`config.mk`:
```
export PLATFORM = sky130hd
export DESIGN_NAME = tiled_texture_to_rgba8
export DESIGN_NICKNAME = d
export VERILOG_FILES = /design/src/rtl/core/ttr_pkg.sv /design/src/rtl/core/ttr_front.sv /design/src/rtl/core/ttr_queue.sv /design/src/rtl/core/ttr_back.sv /design/src/rtl/core/tiled_texture_to_rgba8.sv
export SDC_FILE = /design/constraint.sdc
export NUM_CORES = 2
export LEC_CHECK = 0
export BUFFER_PORTS_ARGS = -buffer_cell sky130_fd_sc_hd__buf_2
export CAP_MARGIN = 40
export CELL_PAD_IN_SITES_DETAIL_PLACEMENT = 1
export CELL_PAD_IN_SITES_GLOBAL_PLACEMENT = 1
export CORE_UTILIZATION = 57
export CTS_BUF_LIST = sky130_fd_sc_hd__clkbuf_4 sky130_fd_sc_hd__clkbuf_8 sky130_fd_sc_hd__clkbuf_16
export CTS_CLUSTER_DIAMETER = 200
export DETAILED_ROUTE_END_ITERATION = 7
export PLACE_DENSITY = 0.87
export SLEW_MARGIN = 0
export SYNTH_ARGS = -nofsm -noshare
export SYNTH_HDL_FRONTEND = slang
export SYNTH_SLANG_ARGS = --single-unit
```
`constraint.sdc`:
```
create_clock -name clock -period 18.5 [get_ports clock]
set_input_delay 5.55 -clock clock [delete_from_list [all_inputs] [get_ports clock]]
set_output_delay 5.55 -clock clock [all_outputs]
set_load 0.01 [all_outputs]
```
`src/rtl/core/ttr_pkg.sv`:
```
// ----------------------------------------------------------------------------
// ttr_pkg
// Shared types, constants and helpers for the tiled texture decoder.
// ----------------------------------------------------------------------------
`default_nettype none
package ttr_pkg;
   localparam int MAX_DIM_DEF = 1024;

   localparam logic [2:0] FMT_I4     = 3'd0;
   localparam logic [2:0] FMT_I8     = 3'd1;
   localparam logic [2:0] FMT_IA4    = 3'd2;
   localparam logic [2:0] FMT_IA8    = 3'd3;
   localparam logic [2:0] FMT_RGB565 = 3'd4;
   localparam logic [2:0] FMT_RGB5A3 = 3'd5;
   localparam logic [2:0] FMT_RGBA8  = 3'd6;
   localparam logic [2:0] FMT_CMPR   = 3'd7;

   localparam logic [1:0] CSR_FORMAT = 2'd0;
   localparam logic [1:0] CSR_WIDTH  = 2'd1;
   localparam logic [1:0] CSR_HEIGHT = 2'd2;

   typedef struct packed {
      logic [63:0] data_word;
      logic        first_word;
   } req_type;

   typedef struct packed {
      logic [9:0] pixel_x;
      logic [9:0] pixel_y;
      logic [7:0] red;
      logic [7:0] green;
      logic [7:0] blue;
      logic [7:0] alpha;
      logic       last;
   } rsp_type;

   // Classified word handed from front to back.
   typedef struct packed {
      logic [63:0] data;
      logic [2:0]  fmt;
      logic [2:0]  wi;
      logic [12:0] ox;
      logic [12:0] oy;
      logic [12:0] w;
      logic [12:0] h;
   } job_type;

   function automatic logic [7:0] wid5(input logic [4:0] v);
      return {v, v[4:2]};
   endfunction
   function automatic logic [7:0] wid6(input logic [5:0] v);
      return {v, v[5:4]};
   endfunction
   function automatic logic [7:0] wid4(input logic [3:0] v);
      return {v, v};
   endfunction
   // a3*255/7 truncated
   function automatic logic [7:0] a3_scale(input logic [2:0] a);
      logic [7:0] r;
      case (a)
         3'd0: r = 8'd0;
         3'd1: r = 8'd36;
         3'd2: r = 8'd72;
         3'd3: r = 8'd109;
         3'd4: r = 8'd145;
         3'd5: r = 8'd182;
         3'd6: r = 8'd218;
         default: r = 8'd255;
      endcase
      return r;
   endfunction
   // v/3 for v < 768 via reciprocal multiply
   function automatic logic [7:0] div3(input logic [9:0] v);
      logic [20:0] p;
      p = {11'd0, v} * 21'd683;
      return p[18:11];
   endfunction
endpackage
`default_nettype wire

```
`src/rtl/core/ttr_front.sv`:
```
// ----------------------------------------------------------------------------
// ttr_front
// Tracks tile position and tags each accepted word with its tile origin.
// ----------------------------------------------------------------------------
`default_nettype none
module ttr_front import ttr_pkg::*; #(
   parameter int MAX_DIM = MAX_DIM_DEF
) (
   input  wire logic    clock,
   input  wire logic    reset,
   input  wire logic    in_valid,
   input  wire req_type in_req,
   input  wire logic [2:0]  fmt,
   input  wire logic [10:0] img_w,
   input  wire logic [10:0] img_h,
   output job_type      job
);
   logic [7:0] tcol_ff, tcol_in, trow_ff, trow_in;
   logic [2:0] wit_ff, wit_in;
   logic [12:0] w, h, tcols, trows;
   logic [2:0] wi;
   logic [7:0] c0, r0;
   logic wide_tile, tall_tile;

   always_comb begin
      wide_tile = (fmt == FMT_I4) || (fmt == FMT_I8) || (fmt == FMT_IA4) ||
                  (fmt == FMT_CMPR);
      tall_tile = (fmt == FMT_I4) || (fmt == FMT_CMPR);
      w = (13'(img_w) > 13'(MAX_DIM)) ? 13'(MAX_DIM) : 13'(img_w);
      h = (13'(img_h) > 13'(MAX_DIM)) ? 13'(MAX_DIM) : 13'(img_h);
      tcols = wide_tile ? ((w + 13'd7) >> 3) : ((w + 13'd3) >> 2);
      trows = tall_tile ? ((h + 13'd7) >> 3) : ((h + 13'd3) >> 2);
      if (tcols == 13'd0) tcols = 13'd1;
      if (trows == 13'd0) trows = 13'd1;
      c0 = in_req.first_word ? 8'd0 : tcol_ff;
      r0 = in_req.first_word ? 8'd0 : trow_ff;
      wi = in_req.first_word ? 3'd0 : (fmt == FMT_RGBA8 ? wit_ff : {1'b0, wit_ff[1:0]});
      job.data = in_req.data_word;
      job.fmt  = fmt;
      job.wi   = wi;
      job.ox   = wide_tile ? {2'd0, c0, 3'd0} : {3'd0, c0, 2'd0};
      job.oy   = tall_tile ? {2'd0, r0, 3'd0} : {3'd0, r0, 2'd0};
      job.w    = w;
      job.h    = h;
      tcol_in = c0;
      trow_in = r0;
      wit_in  = wi + 3'd1;
      if ((fmt == FMT_RGBA8 && wi == 3'd7) || (fmt != FMT_RGBA8 && wi == 3'd3)) begin
         wit_in = 3'd0;
         if (13'(c0) + 13'd1 >= tcols) begin
            tcol_in = 8'd0;
            trow_in = (13'(r0) + 13'd1 >= trows) ? 8'd0 : r0 + 8'd1;
         end else begin
            tcol_in = c0 + 8'd1;
         end
      end
   end

   always_ff @(posedge clock) begin
      if (reset) begin
         tcol_ff <= '0;
         trow_ff <= '0;
         wit_ff  <= '0;
      end else if (in_valid) begin
         tcol_ff <= tcol_in;
         trow_ff <= trow_in;
         wit_ff  <= wit_in;
      end
   end
endmodule
`default_nettype wire

```
`src/rtl/core/ttr_queue.sv`:
```
// ----------------------------------------------------------------------------
// ttr_queue
// Small FIFO of classified words between front and back.
// ----------------------------------------------------------------------------
`default_nettype none
module ttr_queue import ttr_pkg::*; (
   input  wire logic    clock,
   input  wire logic    reset,
   input  wire logic    push,
   input  wire job_type push_data,
   output logic         full,
   input  wire logic    pop,
   output job_type      pop_data,
   output logic         empty
);
   job_type mem_ff [2];
   logic wp_ff, rp_ff;
   logic [1:0] cnt_ff;

   assign full = cnt_ff == 2'd2;
   assign empty = cnt_ff == 2'd0;
   assign pop_data = mem_ff[rp_ff];

   always_ff @(posedge clock) begin
      if (push && !full) mem_ff[wp_ff] <= push_data;
   end
   always_ff @(posedge clock) begin
      if (reset) begin
         wp_ff <= 1'b0;
         rp_ff <= 1'b0;
         cnt_ff <= '0;
      end else begin
         if (push && !full) wp_ff <= ~wp_ff;
         if (pop && !empty) rp_ff <= ~rp_ff;
         cnt_ff <= cnt_ff + 2'((push && !full) ? 1 : 0) - 2'((pop && !empty) ? 1 : 0);
      end
   end
endmodule
`default_nettype wire

```
`src/rtl/core/ttr_back.sv`:
```
// ----------------------------------------------------------------------------
// ttr_back
// Decodes one word a pixel slot per cycle into a one-entry output register, stalling while it is full and not popped.
// ----------------------------------------------------------------------------
`default_nettype none
module ttr_back import ttr_pkg::*; (
   input  wire logic    clock,
   input  wire logic    reset,
   input  wire logic    job_avail,
   input  wire job_type job,
   output logic         job_pop,
   output logic         rsp_empty,
   input  wire logic    rsp_pop,
   output rsp_type      rsp_data
);
   // Per-word setup stage
   logic        act_ff;
   job_type     cur_ff;
   logic [3:0]  k_ff;
   logic [15:0] emit_mask_ff;
   logic [7:0]  pr_ff [4], pg_ff [4], pb_ff [4], pa_ff [4];
   logic [15:0] ar_ff [16];
   logic        ov_ff;
   rsp_type     o_ff;

   // setup combinational for incoming job
   logic [15:0] emask;
   logic [7:0]  cr [4], cg [4], cb [4], ca [4];
   logic [15:0] c0, c1;
   logic [9:0]  s2;

   function automatic void pos(input job_type j, input logic [3:0] k,
                               output logic [12:0] x, output logic [12:0] y,
                               output logic valid);
      valid = 1'b1;
      x = j.ox; y = j.oy;
      case (j.fmt)
         FMT_I4: begin
            x = j.ox + 13'(k[2:0]);
            y = j.oy + 13'({j.wi[1:0], 1'b0}) + 13'(k[3]);
         end
         FMT_I8, FMT_IA4: begin
            x = j.ox + 13'(k[2:0]);
            y = j.oy + 13'(j.wi[1:0]);
            valid = !k[3];
         end
         FMT_IA8, FMT_RGB565, FMT_RGB5A3: begin
            x = j.ox + 13'(k[1:0]);
            y = j.oy + 13'(j.wi[1:0]);
            valid = k[3:2] == 2'd0;
         end
         FMT_RGBA8: begin
            x = j.ox + 13'(k[1:0]);
            y = j.oy + 13'(j.wi[1:0]);
            valid = (k[3:2] == 2'd0) && j.wi[2];
         end
         default: begin
            x = j.ox + 13'({j.wi[0], 2'b00}) + 13'(k[1:0]);
            y = j.oy + 13'({j.wi[1], 2'b00}) + 13'(k[3:2]);
         end
      endcase
      valid = valid && (x < j.w) && (y < j.h);
   endfunction

   logic act_done;
   logic [3:0] k_next;
   logic out_free;
   logic [15:0] rem_mask;

   always_comb begin
      logic v;
      logic [12:0] tx, ty;
      for (int i = 0; i < 16; i++) begin
         pos(job, 4'(i), tx, ty, v);
         emask[i] = v;
      end
      c0 = job.data[63:48];
      c1 = job.data[47:32];
      cr[0] = wid5(c0[15:11]); cg[0] = wid6(c0[10:5]); cb[0] = wid5(c0[4:0]);
      cr[1] = wid5(c1[15:11]); cg[1] = wid6(c1[10:5]); cb[1] = wid5(c1[4:0]);
      ca[0] = 8'd255; ca[1] = 8'd255; ca[2] = 8'd255;
      if (c0 > c1) begin
         cr[2] = div3({1'b0, cr[0], 1'b0} + 10'(cr[1]));
         cg[2] = div3({1'b0, cg[0], 1'b0} + 10'(cg[1]));
         cb[2] = div3({1'b0, cb[0], 1'b0} + 10'(cb[1]));
         cr[3] = div3({1'b0, cr[1], 1'b0} + 10'(cr[0]));
         cg[3] = div3({1'b0, cg[1], 1'b0} + 10'(cg[0]));
         cb[3] = div3({1'b0, cb[1], 1'b0} + 10'(cb[0]));
         ca[3] = 8'd255;
      end else begin
         s2 = 10'(cr[0]) + 10'(cr[1]); cr[2] = s2[8:1];
         s2 = 10'(cg[0]) + 10'(cg[1]); cg[2] = s2[8:1];
         s2 = 10'(cb[0]) + 10'(cb[1]); cb[2] = s2[8:1];
         cr[3] = 8'd0; cg[3] = 8'd0; cb[3] = 8'd0; ca[3] = 8'd0;
      end
      s2 = '0;
   end

   // pixel generation for the current word
   logic [7:0] pr, pg, pb, pa;
   logic [12:0] px, py;
   logic pv;
   logic [7:0] bt;
   logic [15:0] hw;
   logic [1:0] ix;

   always_comb begin
      pos(cur_ff, k_ff, px, py, pv);
      bt = cur_ff.data[63 - 8*k_ff[2:0] -: 8];
      hw = cur_ff.data[63 - 16*k_ff[1:0] -: 16];
      ix = cur_ff.data[31 - 8*k_ff[3:2] - 2*k_ff[1:0] -: 2];
      pr = '0; pg = '0; pb = '0; pa = 8'd255;
      case (cur_ff.fmt)
         FMT_I4: begin
            bt = cur_ff.data[63 - 8*{k_ff[3], k_ff[2:1]} -: 8];
            pr = k_ff[0] ? wid4(bt[3:0]) : wid4(bt[7:4]);
            pg = pr; pb = pr;
         end
         FMT_I8: begin pr = bt; pg = bt; pb = bt; end
         FMT_IA4: begin
            pr = wid4(bt[7:4]); pg = pr; pb = pr; pa = wid4(bt[3:0]);
         end
         FMT_IA8: begin pr = hw[15:8]; pg = pr; pb = pr; pa = hw[7:0]; end
         FMT_RGB565: begin
            pr = wid5(hw[15:11]); pg = wid6(hw[10:5]); pb = wid5(hw[4:0]);
         end
         FMT_RGB5A3: begin
            if (hw[15]) begin
               pr = wid5(hw[14:10]); pg = wid5(hw[9:5]); pb = wid5(hw[4:0]);
            end else begin
               pa = a3_scale(hw[14:12]);
               pr = wid4(hw[11:8]); pg = wid4(hw[7:4]); pb = wid4(hw[3:0]);
            end
         end
         FMT_RGBA8: begin
            pr = ar_ff[{cur_ff.wi[1:0], k_ff[1:0]}][7:0];
            pa = ar_ff[{cur_ff.wi[1:0], k_ff[1:0]}][15:8];
            pg = hw[15:8]; pb = hw[7:0];
         end
         default: begin
            pr = pr_ff[ix]; pg = pg_ff[ix]; pb = pb_ff[ix]; pa = pa_ff[ix];
         end
      endcase
      rem_mask = emit_mask_ff & ~((16'd2 << k_ff) - 16'd1);
      k_next = k_ff + 4'd1;
      act_done = (k_ff == 4'd15);
      out_free = !ov_ff || rsp_pop;
      job_pop = job_avail && (!act_ff || (act_done && out_free));
   end

   assign rsp_empty = !ov_ff;
   assign rsp_data = o_ff;

   always_ff @(posedge clock) begin
      if (job_pop) begin
         cur_ff <= job;
         emit_mask_ff <= emask;
         for (int i = 0; i < 4; i++) begin
            pr_ff[i] <= cr[i]; pg_ff[i] <= cg[i]; pb_ff[i] <= cb[i]; pa_ff[i] <= ca[i];
         end
         // store the AR plane on the first half of an RGBA8 tile
         if (job.fmt == FMT_RGBA8 && !job.wi[2]) begin
            for (int i = 0; i < 4; i++)
               ar_ff[{job.wi[1:0], 2'(i)}] <= job.data[63 - 16*i -: 16];
         end
      end
      if (act_ff && out_free && pv) begin
         o_ff.pixel_x <= px[9:0];
         o_ff.pixel_y <= py[9:0];
         o_ff.red <= pr; o_ff.green <= pg; o_ff.blue <= pb; o_ff.alpha <= pa;
         o_ff.last <= rem_mask == '0;
      end
   end

   always_ff @(posedge clock) begin
      if (reset) begin
         act_ff <= 1'b0;
         k_ff <= '0;
         ov_ff <= 1'b0;
      end else begin
         if (rsp_pop && ov_ff) ov_ff <= 1'b0;
         if (act_ff && out_free) begin
            if (pv) ov_ff <= 1'b1;
            k_ff <= k_next;
            if (act_done) act_ff <= 1'b0;
         end
         if (job_pop) begin
            act_ff <= 1'b1;
            k_ff <= '0;
         end
      end
   end
endmodule
`default_nettype wire

```
`src/rtl/core/tiled_texture_to_rgba8.sv`:
```
// Path: a word's first pixel reaches the result ports through the queue
//   write, the back-end load and the output register.
// Throughput: one candidate pixel slot per cycle unless the output stalls,
//   16 slots per word in every format, set by the single-pixel back-end loop.
// Reset: synchronous, clears tile position, queue and output valid flag; the
//   registers return to format 0, 64 by 64.
// ----------------------------------------------------------------------------
// tiled_texture_to_rgba8
// Tiled texture word decoder producing tagged RGBA8 pixels.
// ----------------------------------------------------------------------------
`default_nettype none
module tiled_texture_to_rgba8 import ttr_pkg::*; #(
   parameter int MAX_DIM = MAX_DIM_DEF
) (
   input  wire logic        clock,
   input  wire logic        reset,
   input  wire logic        push,
   output logic             full,
   input  wire req_type     req_data,
   output logic             empty,
   input  wire logic        pop,
   output rsp_type          rsp_data,
   input  wire logic        csr_valid,
   output logic             csr_ready,
   input  wire logic [1:0]  csr_index,
   input  wire logic [10:0] csr_data
);
   logic [2:0]  fmt_ff;
   logic [10:0] w_ff, h_ff;
   job_type     fjob, qjob;
   logic        qfull, qempty, qpop;

   // Configuration is always taken; the user must write only while idle, which the block does not enforce.
   assign csr_ready = 1'b1;
   always_ff @(posedge clock) begin
      if (reset) begin
         fmt_ff <= FMT_I4;
         w_ff <= 11'd64;
         h_ff <= 11'd64;
      end else if (csr_valid) begin
         case (csr_index)
            CSR_FORMAT: fmt_ff <= csr_data[2:0];
            CSR_WIDTH:  w_ff <= csr_data;
            CSR_HEIGHT: h_ff <= csr_data;
            default: ;
         endcase
      end
   end

   assign full = qfull;

   // Front: advance tile position on every accepted transaction.
   ttr_front #(.MAX_DIM(MAX_DIM)) u_front (
      .clock, .reset, .in_valid(push && !qfull), .in_req(req_data),
      .fmt(fmt_ff), .img_w(w_ff), .img_h(h_ff), .job(fjob)
   );

   // Hold classified words until the back end is free.
   ttr_queue u_queue (
      .clock, .reset, .push(push), .push_data(fjob), .full(qfull),
      .pop(qpop), .pop_data(qjob), .empty(qempty)
   );

   // Back: emit one pixel slot per cycle while the output is free, drop those off the image.
   ttr_back u_back (
      .clock, .reset, .job_avail(!qempty), .job(qjob), .job_pop(qpop),
      .rsp_empty(empty), .rsp_pop(pop), .rsp_data(rsp_data)
   );
endmodule
`default_nettype wire

```
==> metrics.md <==
| Metric | Value |
|---|---|
| Arrival time worst endpoint | between 9 and 10 ns |
| Post-synth EDFFs | approximately 700 |
| Most frequent cells in the layout | 703 x edfxtp_1, 506 x ha_1, 368 x inv_1 |
| Final HPWL DP | roughly 110000 um |
| Max-Cap Viols | 0 |
| # hold bufs at CTS | 0 |
| Starting Density | 0.5777 |
| RSZ-0062 raised after global routing | no |
| Worst Setup End Kind | flip-flop |
| Share of cells above drive strength 1 | 0.1485 |
| Worst EP required | around 19 ns |
| HP Class | reg -> reg |
| Fin. max-slew vios | 0 |
| Fmax | about 110 MHz |
| Antenna Nets Post-Route | 0 |
| I/O pins | approximately 140 |
| Final WL | 164200 um |
| Cell family with most CP delay | compound AO/OA/AOI/OAI gates |
| Clk_lat worst skew | 0.69 ns |
| Sequential area share after synthesis | 0.4668 |
| Via Count | roughly 35000 |
| Vias in the first global route | 37499 |
| Final setup vio count | 0 |
| Flop and latch count out of synthesis | approximately 760 |
| Mapped cell area | approximately 0.048 sq mm |
| 1st-pass router iterations | 8 |
| Post-cts sizing count | 0 |
| Fin cells | roughly 5100 |
| Drt via density | 6.990 |
| Clock period minus worst slack | around 9.3 ns |
| Slew Limit Headroom | 0.3374 |
| TritonCTS buffer count | 81 |
| Post-synthesis cell type count | 92 |
| Htree depth | 3 |
| Largest net degree at the start of global routing | 90 |
| Tcrit/Tclk final | 0.5053 |
| CP startpoint kind | primary input |
| Worst Skew | approximately 0.058 ns |
| Top Metal Used | met5 |
| M1 wire length | between 50000 and 60000 um |
| Die height | 290.9 um |
| # Post-CTS Setup Buffers | 0 |
| Gate count after technology mapping | 3781 |
| Std-Cell Rows | between 100 and 150 |
| Placer Congestion | ~1 |
| Hold Fails Final Rpt | 0 |
| Die W | roughly 290 um |
| Final Util | 0.6348 |
| Root Driver | clkbuf_16 |
| TNS Setup | 0 ns |
| Inst Count DP | around 4900 |
| Clk sinks | ~760 |
| Met2 routed WL | about 76000 um |
| CP bufs+invs | 1 |
| Wire per inst | around 32 um |
| Clock tree buffer depth | 3 |
| Port bufs | between 100 and 150 |
| Crit-path cells | buf_2 -> nor2b_1 -> ha_1 -> nand3_1 -> nor3_1 -> xnor2_1 -> ha_1 -> o22ai_1 -> nor2_1 -> a2111oi_0 -> nor2_1 -> o21ai_0 -> and2b_1 -> a22o_1 |
| Setup CP Type | in -> reg |
| Core area | 0.08237 sq mm |
| Slowest CP cell | a2111oi_0 |
| Outcome | completed |
| Initial drt markers | between 5000 and 6000 |
| Global-route wire length before repair | approximately 240000 um |
| Max incr delay on CP | around 0.79 ns |
| CTS tree | yes |
| Commonest non-fill, non-tap cell in the layout | edfxtp_1 |
| Yosys warning count | 0 |
| GRT Resource Usage Total | 0.3859 |
| Layout Nets | around 4600 |
| Initial antenna violation count | 9 |
| Clk pin slew, worst setup/hold paths | 0.06 ns |
| Max FO, Critical Path | between 40 and 50 |
| DRC Markers | 0 |
| Syn nets | 4505 |
| Synthesized area per cell | about 13 sq um |
| Routed length on met3 | roughly 19000 um |
| Final hold slack | about 0.5 ns |
| DIE AREA | between 0.08 and 0.09 sq mm |
| P&R area growth vs syn | 9.876% |
| Main flop type after synthesis | edfxtp_1 |
| Worst-Margin Slew | 0.9662 ns |
| Gr ovfl total | 0 |
| Async SR Flop Fraction | 0 |
==> layout make-up <==
cell class | count | area, sq um
fill | 7937 | 30090
multi-input combinational | 2515 | 23350
sequential | 758 | 22220
clock buffer | 103 | 2210
inverter | 376 | 1416
tap | 1070 | 1339
timing repair buffer | 184 | 1204
clock inverter | 43 | 524.3
antenna | 8 | 20.02
==> metrics by stage <==
| step | setup slack [ns] | area (sq um) |
|---|---|---|
| 2_1_floorplan | 7.524 | 47590 |
| 3_3_place_gp | 9.306 | 49270 |
| 3_5_place_dp | 9.125 | 49450 |
| 4_1_cts | 9.404 | 52180 |
| 5_1_grt | 8.914 | 52270 |
| 6_report | 9.151 | 52290 |
==> path summary, 6_finish.rpt <==
kind                               startpoint  depth (start not counted)            endpoint  slack, ns
worst min register to register  u_back.act_ff                          2       u_back.act_ff       0.51
worst max-delay path              req_data[0]                         14  u_front.trow_ff[4]       9.15
worst min-delay path            u_back.act_ff                          2       u_back.act_ff       0.51
worst max register to register      flip-flop                         27  u_back.pr_ff[2][6]       9.30
==> Yosys cell counts, types with 9 or more instances <==
library cell  count  area [sq um]
a211oi_1         30         225.2
a21o_1           36         270.3
a21oi_1         216          1081
a22o_1           10         87.58
a22oi_1          14         105.1
a31oi_1          24         150.1
and2_1           11         68.82
and3_1           17         106.4
buf_1            10         37.54
buf_2            36         180.2
buf_4            10         75.07
clkbuf_1         66         247.7
dfxtp_1          55          1101
edfxtp_1        703         21110
fa_1            135          2703
ha_1            506          6331
inv_1           370          1389
mux2_2           88         991.0
mux2i_1         111          1111
mux4_2          139          3131
nand2_1         215         807.0
nand2b_1         28         175.2
nand3_1          48         240.2
nand4_1          26         162.7
nor2_1          235         882.1
nor2b_1          37         231.5
nor3_1           50         250.2
o211ai_1         18         135.1
o21a_1           13         97.59
o21ai_0         104         520.5
o21ai_1          12         60.06
o21bai_1         27         202.7
o22ai_1          14         87.58
o31ai_1           9         67.56
or3_1            15         93.84
xnor2_1         124          1086
xor2_1           56         490.5
==> metal layers <==
| layer | global-route usage | vias to the layer above |
|---|---|---|
| met5 | 0 | - |
| met3 | 0.1036 | 785 |
| li1 | - | 14245 |
| met4 | 0.2186 | 6 |
| met1 | 0.4789 | 17597 |
| met2 | 0.6125 | 2713 |
==> registers in the layout, summed over array words and instances, names as in the netlist, 4 cells and up, named ones only <==
register / cells
u_back.ar_ff: 256
u_queue.mem_ff: 220
u_back.cur_ff: 109
u_back.rsp_data: 53
u_back.pr_ff: 17
u_back.pb_ff: 16
u_back.pg_ff: 16
u_back.emit_mask_ff: 15
h_ff: 11
w_ff: 11
u_front.tcol_ff: 8
u_front.trow_ff: 8
u_back.k_ff: 4
==> worst min-delay path: cells and delay by family (launching register included) <==
family,cells,cell delay (ns)
simple gates,1,0.08
compound gates,1,0.07
flops,1,0.30
==> logic make-up (layout without fill, tap and decap cells) <==
group / count (synthesis) / count (layout) / synth area share
DFF: 758 / 758 / 0.4668
and+or+nand+nor: 729 / 729 / 0.07115
adders and majority gates: 646 / 646 / 0.1909
AOI/OAI and AO/OA: 614 / 614 / 0.08193
buffers and inverters: 508 / 706 / 0.04354
muxes: 345 / 345 / 0.1125
xor gates and xnor gates: 180 / 180 / 0.03313
other: 1 / 9 / 0.00007880
Power is left out: the tool's default activity adds up to more than one toggle a clock period on the data nets, which glitch-free logic cannot reach.
